===== src/design/vmx_pkg.sv =====
// shared types, codes and helper functions for the valve mixer
package vmx_pkg;

  localparam int DutyW   = 8;
  localparam int PDestW  = 12;
  localparam int DepthW  = 15;
  localparam int ErrW    = 15;
  localparam int CfgIdxW = 2;
  localparam int CfgW    = 8;

  // configuration register indexes
  localparam logic [CfgIdxW-1:0] CFG_PITCH_DZ    = 2'd0;
  localparam logic [CfgIdxW-1:0] CFG_PITCH_SHIFT = 2'd1;
  localparam logic [CfgIdxW-1:0] CFG_DEPTH_DZ    = 2'd2;
  localparam logic [CfgIdxW-1:0] CFG_DEPTH_SHIFT = 2'd3;

  localparam logic [6:0] PITCH_DZ_RST    = 7'd5;
  localparam logic [3:0] PITCH_SHIFT_RST = 4'd3;
  localparam logic [7:0] DEPTH_DZ_RST    = 8'd20;
  localparam logic [3:0] DEPTH_SHIFT_RST = 4'd3;

  localparam logic [7:0] LR_MASK = 8'hCC;
  localparam logic [7:0] UD_MASK = 8'h33;

  // left/right codes, named after the valves they open
  localparam logic [7:0] LR_HR_TL = 8'h04;
  localparam logic [7:0] LR_HL_TR = 8'h08;
  localparam logic [7:0] LR_HR_TR = 8'h40;
  localparam logic [7:0] LR_HL_TL = 8'h80;
  localparam logic [7:0] LR_HR    = 8'h44;
  localparam logic [7:0] LR_HL    = 8'h88;
  localparam logic [7:0] LR_TR    = 8'h48;
  localparam logic [7:0] LR_TL    = 8'h84;

  // up/down codes
  localparam logic [7:0] UD_HD_TU = 8'h01;
  localparam logic [7:0] UD_HU_TD = 8'h02;
  localparam logic [7:0] UD_HD_TD = 8'h10;
  localparam logic [7:0] UD_HU_TU = 8'h20;
  localparam logic [7:0] UD_HD    = 8'h11;
  localparam logic [7:0] UD_HU    = 8'h22;
  localparam logic [7:0] UD_TD    = 8'h12;
  localparam logic [7:0] UD_TU    = 8'h21;

  localparam logic [DutyW-1:0] DUTY_ON  = 8'hFF;
  localparam logic [DutyW-1:0] DUTY_OFF = 8'h00;

  localparam logic [10:0] PITCH_WRAP_LIM = 11'd180;
  localparam logic [11:0] PITCH_WRAP     = 12'd360;

  typedef struct packed {
    logic [DutyW-1:0] hd;
    logic [DutyW-1:0] hr;
    logic [DutyW-1:0] td;
    logic [DutyW-1:0] tr;
    logic [DutyW-1:0] tl;
    logic [DutyW-1:0] tu;
    logic [DutyW-1:0] fw;
    logic [DutyW-1:0] hu;
    logic [DutyW-1:0] hl;
    logic [DutyW-1:0] bw;
  } duty_t;

  typedef struct packed {
    logic [6:0] pitch_dz;
    logic [3:0] pitch_shift;
    logic [7:0] depth_dz;
    logic [3:0] depth_shift;
  } cfg_t;

  // after decode
  typedef struct packed {
    duty_t             duty;
    logic              ph;
    logic              dh;
    logic [PDestW-1:0] pitch_goal;
    logic [7:0]        pitch_now;
    logic [DepthW-1:0] depth_now;
    logic [DepthW-1:0] depth_goal;
  } dec_t;

  // after error stage
  typedef struct packed {
    duty_t           duty;
    logic            ph;
    logic            dh;
    logic            p_up;
    logic [ErrW-1:0] p_err;
    logic            d_down;
    logic [ErrW-1:0] d_err;
  } err_t;

  typedef struct packed {
    logic             act;
    logic [DutyW-1:0] duty;
  } hold_t;

  function automatic logic [7:0] bcd_byte(input logic [7:0] b);
    logic [7:0] hi;
    hi = {4'd0, b[7:4]};
    return 8'(hi * 8'd10) + {4'd0, b[3:0]};
  endfunction

  // proportional duty beyond the deadzone, saturated at full on
  function automatic hold_t hold_duty(input logic [ErrW-1:0] err,
                                      input logic [7:0] dz,
                                      input logic [3:0] shift);
    hold_t           r;
    logic [ErrW-1:0] over;
    logic [8:0]      lim;
    logic [16:0]     prod;
    over   = err - {7'd0, dz};
    lim    = 9'd256 >> shift;
    prod   = {8'd0, over[8:0]} << shift;
    r.act  = err > {7'd0, dz};
    if (over > {6'd0, lim}) begin
      r.duty = DUTY_ON;
    end else if (prod > 17'd255) begin
      r.duty = DUTY_ON;
    end else begin
      r.duty = prod[7:0];
    end
    return r;
  endfunction

endpackage


===== src/design/vmx_decode.sv =====
// stage 1: thrust and steering decode and bcd to binary conversion
module vmx_decode (
  input  logic          clk_i,
  input  logic          rst_ni,
  input  logic          valid_i,
  output logic          ready_o,
  input  logic [2:0]    thrust_bits_i,
  input  logic [7:0]    steer_bits_i,
  input  logic          pitch_hold_on_i,
  input  logic          depth_hold_on_i,
  input  logic [15:0]   pitch_target_bcd_i,
  input  logic [15:0]   depth_target_bcd_i,
  input  logic [15:0]   depth_now_bcd_i,
  input  logic [7:0]    pitch_now_i,
  output logic          valid_o,
  input  logic          ready_i,
  output vmx_pkg::dec_t data_o
);
  import vmx_pkg::*;

  logic       valid_q;
  dec_t       data_q, data_d;
  logic [7:0] lr, ud;
  logic [10:0] pdest;

  assign ready_o = !valid_q || ready_i;
  assign lr = steer_bits_i & LR_MASK;
  assign ud = steer_bits_i & UD_MASK;

  always_comb begin
    data_d = '0;
    data_d.duty.fw = (|thrust_bits_i[2:1]) ? DUTY_ON : DUTY_OFF;
    data_d.duty.bw = thrust_bits_i[0] ? DUTY_ON : DUTY_OFF;
    case (lr)
      LR_HR_TL: begin data_d.duty.hr = DUTY_ON; data_d.duty.tl = DUTY_ON; end
      LR_HL_TR: begin data_d.duty.hl = DUTY_ON; data_d.duty.tr = DUTY_ON; end
      LR_HR_TR: begin data_d.duty.hr = DUTY_ON; data_d.duty.tr = DUTY_ON; end
      LR_HL_TL: begin data_d.duty.hl = DUTY_ON; data_d.duty.tl = DUTY_ON; end
      LR_HR:    data_d.duty.hr = DUTY_ON;
      LR_HL:    data_d.duty.hl = DUTY_ON;
      LR_TR:    data_d.duty.tr = DUTY_ON;
      LR_TL:    data_d.duty.tl = DUTY_ON;
      default: ;
    endcase
    case (ud)
      UD_HD_TU: begin data_d.duty.hd = DUTY_ON; data_d.duty.tu = DUTY_ON; end
      UD_HU_TD: begin data_d.duty.hu = DUTY_ON; data_d.duty.td = DUTY_ON; end
      UD_HD_TD: begin data_d.duty.hd = DUTY_ON; data_d.duty.td = DUTY_ON; end
      UD_HU_TU: begin data_d.duty.hu = DUTY_ON; data_d.duty.tu = DUTY_ON; end
      UD_HD:    data_d.duty.hd = DUTY_ON;
      UD_HU:    data_d.duty.hu = DUTY_ON;
      UD_TD:    data_d.duty.td = DUTY_ON;
      UD_TU:    data_d.duty.tu = DUTY_ON;
      default: ;
    endcase
    data_d.ph = pitch_hold_on_i;
    data_d.dh = depth_hold_on_i;
    // targets above 180 degrees wrap to negative
    pdest = 11'({3'd0, bcd_byte(pitch_target_bcd_i[15:8])} * 11'd10)
            + {7'd0, pitch_target_bcd_i[7:4]};
    data_d.pitch_goal = (pdest > PITCH_WRAP_LIM) ? ({1'b0, pdest} - PITCH_WRAP)
                                                  : {1'b0, pdest};
    data_d.pitch_now  = pitch_now_i;
    data_d.depth_now  = 15'({7'd0, bcd_byte(depth_now_bcd_i[15:8])} * 15'd100)
                        + {7'd0, bcd_byte(depth_now_bcd_i[7:0])};
    data_d.depth_goal = 15'({7'd0, bcd_byte(depth_target_bcd_i[15:8])} * 15'd100)
                        + {7'd0, bcd_byte(depth_target_bcd_i[7:0])};
  end

  always_ff @(posedge clk_i or negedge rst_ni) begin
    if (!rst_ni) begin
      valid_q <= 1'b0;
    end else if (ready_o) begin
      valid_q <= valid_i;
    end
  end

  always_ff @(posedge clk_i) begin
    if (ready_o && valid_i) begin
      data_q <= data_d;
    end
  end

  assign valid_o = valid_q;
  assign data_o  = data_q;

endmodule


===== src/design/vmx_error.sv =====
// stage 2: pitch and depth error magnitudes with direction flags
module vmx_error (
  input  logic          clk_i,
  input  logic          rst_ni,
  input  logic          valid_i,
  output logic          ready_o,
  input  vmx_pkg::dec_t data_i,
  output logic          valid_o,
  input  logic          ready_i,
  output vmx_pkg::err_t data_o
);
  import vmx_pkg::*;

  logic        valid_q;
  err_t        data_q, data_d;
  logic [12:0] pdiff, pmag;
  logic [15:0] ddiff, dmag;

  assign ready_o = !valid_q || ready_i;

  always_comb begin
    pdiff = {data_i.pitch_goal[PDestW-1], data_i.pitch_goal}
            - {{5{data_i.pitch_now[7]}}, data_i.pitch_now};
    pmag  = pdiff[12] ? (13'd0 - pdiff) : pdiff;
    ddiff = {1'b0, data_i.depth_goal} - {1'b0, data_i.depth_now};
    dmag  = ddiff[15] ? (16'd0 - ddiff) : ddiff;
    data_d.duty   = data_i.duty;
    data_d.ph     = data_i.ph;
    data_d.dh     = data_i.dh;
    data_d.p_up   = !pdiff[12] && (|pdiff);
    data_d.p_err  = {3'd0, pmag[11:0]};
    data_d.d_down = !ddiff[15] && (|ddiff);
    data_d.d_err  = dmag[14:0];
  end

  always_ff @(posedge clk_i or negedge rst_ni) begin
    if (!rst_ni) begin
      valid_q <= 1'b0;
    end else if (ready_o) begin
      valid_q <= valid_i;
    end
  end

  always_ff @(posedge clk_i) begin
    if (ready_o && valid_i) begin
      data_q <= data_d;
    end
  end

  assign valid_o = valid_q;
  assign data_o  = data_q;

endmodule


===== src/design/vmx_hold.sv =====
// stage 3: pitch hold then depth hold override of the vertical valves
module vmx_hold (
  input  logic          clk_i,
  input  logic          rst_ni,
  input  vmx_pkg::cfg_t cfg_i,
  input  logic          valid_i,
  output logic          ready_o,
  input  vmx_pkg::err_t data_i,
  output logic          valid_o,
  input  logic          ready_i,
  output vmx_pkg::duty_t data_o
);
  import vmx_pkg::*;

  logic  valid_q;
  duty_t data_q, data_d;
  hold_t ph_r, dh_r;

  assign ready_o = !valid_q || ready_i;

  always_comb begin
    ph_r   = hold_duty(data_i.p_err, {1'b0, cfg_i.pitch_dz}, cfg_i.pitch_shift);
    dh_r   = hold_duty(data_i.d_err, cfg_i.depth_dz, cfg_i.depth_shift);
    data_d = data_i.duty;
    if (data_i.ph && ph_r.act) begin
      data_d.hu = data_i.p_up ? ph_r.duty : DUTY_OFF;
      data_d.td = data_i.p_up ? ph_r.duty : DUTY_OFF;
      data_d.hd = data_i.p_up ? DUTY_OFF : ph_r.duty;
      data_d.tu = data_i.p_up ? DUTY_OFF : ph_r.duty;
    end
    // depth wins over pitch
    if (data_i.dh && dh_r.act) begin
      data_d.hd = data_i.d_down ? dh_r.duty : DUTY_OFF;
      data_d.td = data_i.d_down ? dh_r.duty : DUTY_OFF;
      data_d.hu = data_i.d_down ? DUTY_OFF : dh_r.duty;
      data_d.tu = data_i.d_down ? DUTY_OFF : dh_r.duty;
    end
  end

  always_ff @(posedge clk_i or negedge rst_ni) begin
    if (!rst_ni) begin
      valid_q <= 1'b0;
    end else if (ready_o) begin
      valid_q <= valid_i;
    end
  end

  always_ff @(posedge clk_i) begin
    if (ready_o && valid_i) begin
      data_q <= data_d;
    end
  end

  assign valid_o = valid_q;
  assign data_o  = data_q;

endmodule


===== src/design/vmx_sum.sv =====
// stage 4: frame checksum and output register
module vmx_sum (
  input  logic           clk_i,
  input  logic           rst_ni,
  input  logic           valid_i,
  output logic           ready_o,
  input  vmx_pkg::duty_t data_i,
  output logic           valid_o,
  input  logic           ready_i,
  output vmx_pkg::duty_t duty_o,
  output logic [7:0]     sum_o
);
  import vmx_pkg::*;

  logic       valid_q;
  duty_t      duty_q;
  logic [7:0] sum_q, sum_d, acc;

  assign ready_o = !valid_q || ready_i;

  // checksum is the two's complement of the sum of all ten duties, modulo 256
  always_comb begin
    acc = ((data_i.hd + data_i.hr) + (data_i.td + data_i.tr))
        + ((data_i.tl + data_i.tu) + (data_i.fw + data_i.hu))
        + (data_i.hl + data_i.bw);
    sum_d = 8'd0 - acc;
  end

  always_ff @(posedge clk_i or negedge rst_ni) begin
    if (!rst_ni) begin
      valid_q <= 1'b0;
    end else if (ready_o) begin
      valid_q <= valid_i;
    end
  end

  always_ff @(posedge clk_i) begin
    if (ready_o && valid_i) begin
      duty_q <= data_i;
      sum_q  <= sum_d;
    end
  end

  assign valid_o = valid_q;
  assign duty_o  = duty_q;
  assign sum_o   = sum_q;

endmodule


===== src/design/valve_mixer_with_depth_pitch_hold.sv =====
// valve mixer top level: config registers and the four-stage pipeline
// Usage:
// One control frame enters on the input channel (in_valid_i / in_stall_o)
// and one transaction of ten valve duties plus the frame checksum leaves
// on the output channel (out_valid_o / out_stall_i).
// A transaction is taken at a clock edge where valid is high and stall low.
// A frame passes through decode, error, hold override and checksum,
// each closed by a register stage.
// Throughput is one frame per cycle while out_stall_i is low; each stage
// moves whenever its successor is empty or moving, squeezing out bubbles.
// When the receiver stalls, the output holds its payload and the stages
// behind it fill up; in_stall_o rises only once all four stages are full.
// Reset clears all valid bits and loads the hold registers with their
// defaults (pitch deadzone 5, depth deadzone 20, both gain shifts 3).
// Configuration writes (cfg_we_i, cfg_idx_i, cfg_data_i) take effect on
// the next edge and are expected only while the pipeline is empty.
module valve_mixer_with_depth_pitch_hold (
  input  logic                        clk_i,
  input  logic                        rst_ni,
  input  logic                        cfg_we_i,
  input  logic [vmx_pkg::CfgIdxW-1:0] cfg_idx_i,
  input  logic [vmx_pkg::CfgW-1:0]    cfg_data_i,
  input  logic                        in_valid_i,
  output logic                        in_stall_o,
  input  logic [2:0]                  thrust_bits_i,
  input  logic [7:0]                  steer_bits_i,
  input  logic                        pitch_hold_on_i,
  input  logic                        depth_hold_on_i,
  input  logic [15:0]                 pitch_target_bcd_i,
  input  logic [15:0]                 depth_target_bcd_i,
  input  logic [15:0]                 depth_now_bcd_i,
  input  logic signed [7:0]           pitch_now_i,
  output logic                        out_valid_o,
  input  logic                        out_stall_i,
  output logic [7:0]                  duty_head_down_o,
  output logic [7:0]                  duty_head_right_o,
  output logic [7:0]                  duty_tail_down_o,
  output logic [7:0]                  duty_tail_right_o,
  output logic [7:0]                  duty_tail_left_o,
  output logic [7:0]                  duty_tail_up_o,
  output logic [7:0]                  duty_forward_o,
  output logic [7:0]                  duty_head_up_o,
  output logic [7:0]                  duty_head_left_o,
  output logic [7:0]                  duty_backward_o,
  output logic [7:0]                  frame_sum_o
);
  import vmx_pkg::*;

  cfg_t  cfg_q;
  logic  s1_valid, s1_ready, s2_valid, s2_ready, s3_valid, s3_ready, s4_ready;
  dec_t  s1_data;
  err_t  s2_data;
  duty_t s3_data, out_duty;

  always_ff @(posedge clk_i or negedge rst_ni) begin
    if (!rst_ni) begin
      cfg_q.pitch_dz    <= PITCH_DZ_RST;
      cfg_q.pitch_shift <= PITCH_SHIFT_RST;
      cfg_q.depth_dz    <= DEPTH_DZ_RST;
      cfg_q.depth_shift <= DEPTH_SHIFT_RST;
    end else if (cfg_we_i) begin
      case (cfg_idx_i)
        CFG_PITCH_DZ:    cfg_q.pitch_dz    <= cfg_data_i[6:0];
        CFG_PITCH_SHIFT: cfg_q.pitch_shift <= cfg_data_i[3:0];
        CFG_DEPTH_DZ:    cfg_q.depth_dz    <= cfg_data_i[7:0];
        CFG_DEPTH_SHIFT: cfg_q.depth_shift <= cfg_data_i[3:0];
        default: ;
      endcase
    end
  end

  logic s1_in_ready;
  assign in_stall_o = !s1_in_ready;

  vmx_decode u_decode (
    .clk_i              (clk_i),
    .rst_ni             (rst_ni),
    .valid_i            (in_valid_i),
    .ready_o            (s1_in_ready),
    .thrust_bits_i      (thrust_bits_i),
    .steer_bits_i       (steer_bits_i),
    .pitch_hold_on_i    (pitch_hold_on_i),
    .depth_hold_on_i    (depth_hold_on_i),
    .pitch_target_bcd_i (pitch_target_bcd_i),
    .depth_target_bcd_i (depth_target_bcd_i),
    .depth_now_bcd_i    (depth_now_bcd_i),
    .pitch_now_i        (pitch_now_i),
    .valid_o            (s1_valid),
    .ready_i            (s1_ready),
    .data_o             (s1_data)
  );

  vmx_error u_error (
    .clk_i   (clk_i),
    .rst_ni  (rst_ni),
    .valid_i (s1_valid),
    .ready_o (s1_ready),
    .data_i  (s1_data),
    .valid_o (s2_valid),
    .ready_i (s2_ready),
    .data_o  (s2_data)
  );

  vmx_hold u_hold (
    .clk_i   (clk_i),
    .rst_ni  (rst_ni),
    .cfg_i   (cfg_q),
    .valid_i (s2_valid),
    .ready_o (s2_ready),
    .data_i  (s2_data),
    .valid_o (s3_valid),
    .ready_i (s3_ready),
    .data_o  (s3_data)
  );

  assign s4_ready = !out_stall_i;

  vmx_sum u_sum (
    .clk_i   (clk_i),
    .rst_ni  (rst_ni),
    .valid_i (s3_valid),
    .ready_o (s3_ready),
    .data_i  (s3_data),
    .valid_o (out_valid_o),
    .ready_i (s4_ready),
    .duty_o  (out_duty),
    .sum_o   (frame_sum_o)
  );

  assign duty_head_down_o  = out_duty.hd;
  assign duty_head_right_o = out_duty.hr;
  assign duty_tail_down_o  = out_duty.td;
  assign duty_tail_right_o = out_duty.tr;
  assign duty_tail_left_o  = out_duty.tl;
  assign duty_tail_up_o    = out_duty.tu;
  assign duty_forward_o    = out_duty.fw;
  assign duty_head_up_o    = out_duty.hu;
  assign duty_head_left_o  = out_duty.hl;
  assign duty_backward_o   = out_duty.bw;

endmodule

===== config.mk =====
export PLATFORM = sky130hd
export DESIGN_NAME = valve_mixer_with_depth_pitch_hold
export DESIGN_NICKNAME = d
export VERILOG_FILES = /design/src/design/vmx_pkg.sv /design/src/design/vmx_decode.sv /design/src/design/vmx_error.sv /design/src/design/vmx_hold.sv /design/src/design/vmx_sum.sv /design/src/design/valve_mixer_with_depth_pitch_hold.sv
export SDC_FILE = /design/constraint.sdc
export NUM_CORES = 1
export LEC_CHECK = 0
export ABC_AREA = 1
export BUFFER_PORTS_ARGS = -buffer_cell sky130_fd_sc_hd__buf_2
export CORE_MARGIN = 4
export CORE_UTILIZATION = 65
export CTS_CLUSTER_DIAMETER = 40
export DETAILED_ROUTE_END_ITERATION = 8
export GPL_TIMING_DRIVEN = 0
export PLACE_DENSITY = 0.86
export REMOVE_ABC_BUFFERS = 1
export SKIP_LAST_GASP = 1
export SLEW_MARGIN = 40
export SYNTH_ARGS = -nofsm -noshare
export SYNTH_HDL_FRONTEND = slang
export SYNTH_SLANG_ARGS = --single-unit

===== constraint.sdc =====
create_clock -name clk_i -period 8.8 [get_ports clk_i]
set_input_delay 1.32 -clock clk_i [delete_from_list [all_inputs] [get_ports clk_i]]
set_output_delay 1.32 -clock clk_i [all_outputs]
set_load 0.01 [all_outputs]

==> summary.txt <==
GRT
  – Antenna violations before repair: 1
  – Overflow after GRT: 0
  – Largest net degree at the start of global routing: 39
  – First-pass GRT wire length: 61.98 mm
  – Vias in the first global route: 13.95k
  – Total GRT Usage: 24.50%

Finish
  – Antenna cells: 0
  – Fillcell total: 1969
  – Layout cells sized above 1: 12.49%
  – Synthesis-to-layout area growth: 10.77%
  – Non-Filler Instances: 2526
  – Final layout net count: 2519
  – Core Util, Final: 73.10%

Setup path
  – Worst setup EP type: register
  – Kind of cell adding the most delay to the critical path: adder cells
  – Critical Path AT: 5570 ps
  – CP Cell Sequence: inv_1 -> fa_1 -> fa_1 -> inv_1 -> fa_1 -> fa_1 -> fa_1 -> inv_1 -> ha_1 -> a21oi_1 -> nand2_1 -> a21o_1 -> a21oi_1 -> xor2_1 -> xnor2_1
  – Crit-path most repeated cell: fa_1
  – Critical path class: register to register
  – Worst Path Required: 9070 ps
  – Worst Path Max Fanout: 5
  – Buf/Inv on CP: 3
  – Slowest cell on the critical path: fa_1
  – CP Launch Type: register
  – Reg2Reg Setup Slack: 3500 ps
  – Worst stage delay on the critical path: 580 ps

Detailed routing
  – Drt initial violations: 649
  – Via density: 5.381
  – Vias: 13.59k
  – DRC: 0
  – Routed WL: 36.75 mm
  – Drt wl/cell: 14.55 um
  – Drt first pass iters: 7
  – Routed Antenna Nets: 0

Clocking
  – CTS clk-pin slew, worst paths: 60 ps
  – Setup Buffers After CTS: 0
  – CTS root buffer: clkbuf_16
  – CTS Buf Count: 26
  – CTS tree: done
  – H-tree level count: 1
  – Clock Path Buffers: 3
  – Hold_buf cts: 0
  – CTS-repair resized insts: 0
  – Sink Count: 214
  – Clk_lat worst skew: 530 ps

Worst hold path
  – HP Class: register to register

Synthesis
  – Post-synthesis cell area: 17730 um^2
  – Synth cell types: 56
  – Synth Register Bits: 214
  – Most frequent cell after synthesis: nand2_1
  – Synth top cells by count: nand2_1, inv_1, ha_1
  – Avg Inst Size Synth: 8.775 um^2
  – Cell taking the most area after synthesis: edfxtp_1
  – Async set or reset register ratio after synthesis: 12.62%
  – Syn Inst Count: 2021
  – EDFF count, synth: 187
  – Share of the synthesized area in the top cell type: 31.66%
  – Register area share after synthesis: 35.53%
  – Top post-synthesis cells by area: edfxtp_1, ha_1, nand2_1
  – YS warnings: 0
  – Predominant post-synthesis flop cell: edfxtp_1

Timing
  – Worst-Margin Slew: 732.8 ps
  – Fmax: 0.1888 GHz
  – Slew HR: 51.08%
  – Period utilisation layout: 60.20%
  – Final Max Slew Viols: 0
  – Final Skew: 17.69 ps
  – Final setup vio count: 0
  – Hold Slack: 417.0 ps
  – Fin. Hold Viols: 0
  – RSZ-0062 raised after global routing: false
  – Crit path time final: 5298 ps
  – Setup_tns: 0 ps

Die
  – Core area: 26880 um^2
  – Row count: 60
  – I/O pin total: 174
  – Die height: 173.2 um
  – Starting density of the core: 65.99%
  – DIE AREA: 29990 um^2
  – Die Wd: 173.2 um

Status
  – Run status: completed

Placed design
  – Dpl cells: 2479
  – Dpl hpwl: 30.21 mm
  – Routability cong.: 0.9755
  – Count of input and output buffers: 169

Flow run
  – Max-Cap Viols: 0
[area by class of cell]
class	count	area [um^2]	area share, %
flip-flops and latches	214	6301	32.07
inverters	360	1351	6.879
clock buffers	35	757.0	3.853
well taps	341	426.7	2.172
clock inverters	12	132.6	0.6751
multi-input cells	1387	9711	49.43
repair buffers	177	965.9	4.917
[metal layers]
layer  GRT usage, %  up-vias  routed length [um]
met3          3.585      119                1708
met2          47.53      358               19620
met4          12.17        2                1933
met5              0        -                  13
met1          25.62     6311               13470
li1               -     6803                   -
[registers in the layout, summed over array words and instances, names as in the netlist]
name,cells
u_sum.valid_o,1
cfg_q,23
u_hold.valid_o,1
u_hold.data_o,38
u_sum.duty_o,38
u_error.data_o,41
u_decode.data_o,62
u_sum.sum_o,8
u_decode.valid_o,1
u_error.valid_o,1
[cell usage in the layout, fill, tap and decap left out, types with 4 or more instances in the layout]
cell / count
nand2_1: 459
inv_1: 354
ha_1: 199
edfxtp_1: 187
buf_2: 169
nor2_1: 121
nand3_1: 111
xor2_1: 104
a21oi_1: 71
fa_1: 70
o21ai_0: 66
xnor2_1: 37
clkbuf_16: 28
nor3_1: 21
nand4_1: 19
dfrtp_1: 19
nand3b_1: 11
a211oi_1: 11
o21bai_1: 8
nand4_2: 8
dfstp_2: 8
buf_8: 8
o21ai_1: 7
inv_2: 5
nor2_4: 5
nand2_2: 4
clkbuf_1: 4
[worst register-to-register path, delay by kind of cell (launching register included)]
kind / cells / cell delay (ps)
buf+inv: 3 / 440
fa+ha+maj: 6 / 3140
simple gates: 1 / 100
compound gates: 3 / 550
flops: 1 / 500
xor+xnor: 2 / 310
[logic make-up (layout without fill, tap and decap cells)]
logic type                 after synthesis  count (layout)  synth area share, %
adders and majority gates              269             269                21.94
buffers and inverters                  420             584                9.927
DFF                                    214             214                35.53
AOI/OAI and AO/OA                      194             194                6.230
and+or+nand+nor                        780             780                19.13
xor gates and xnor gates               144             144                7.239
[worst paths after layout]
path,end,start,cells past startpoint
worst min-delay path,u_error.data_o[56],u_decode.data_o[74],0
max in group asynchronous,cfg_q[19],rst_ni,1
worst min register to register,u_error.data_o[56],u_decode.data_o[74],0
worst max-delay path,u_sum.sum_o[7],u_hold.data_o[54],15
min in group asynchronous,u_decode.valid_o,rst_ni,1
worst max register to register,u_sum.sum_o[7],u_hold.data_o[54],15
[metrics by stage]
stage	cell area, um^2	worst slack [ps]
2_1_floorplan	17330	3659
3_3_place_gp	18600	2696
3_5_place_dp	18760	3177
4_1_cts	19650	3499
5_1_grt	19650	3256
6_report	19650	3502
Power is not shown: default switching activity piles up to over one toggle a cycle in this logic, so the estimate is an artifact.
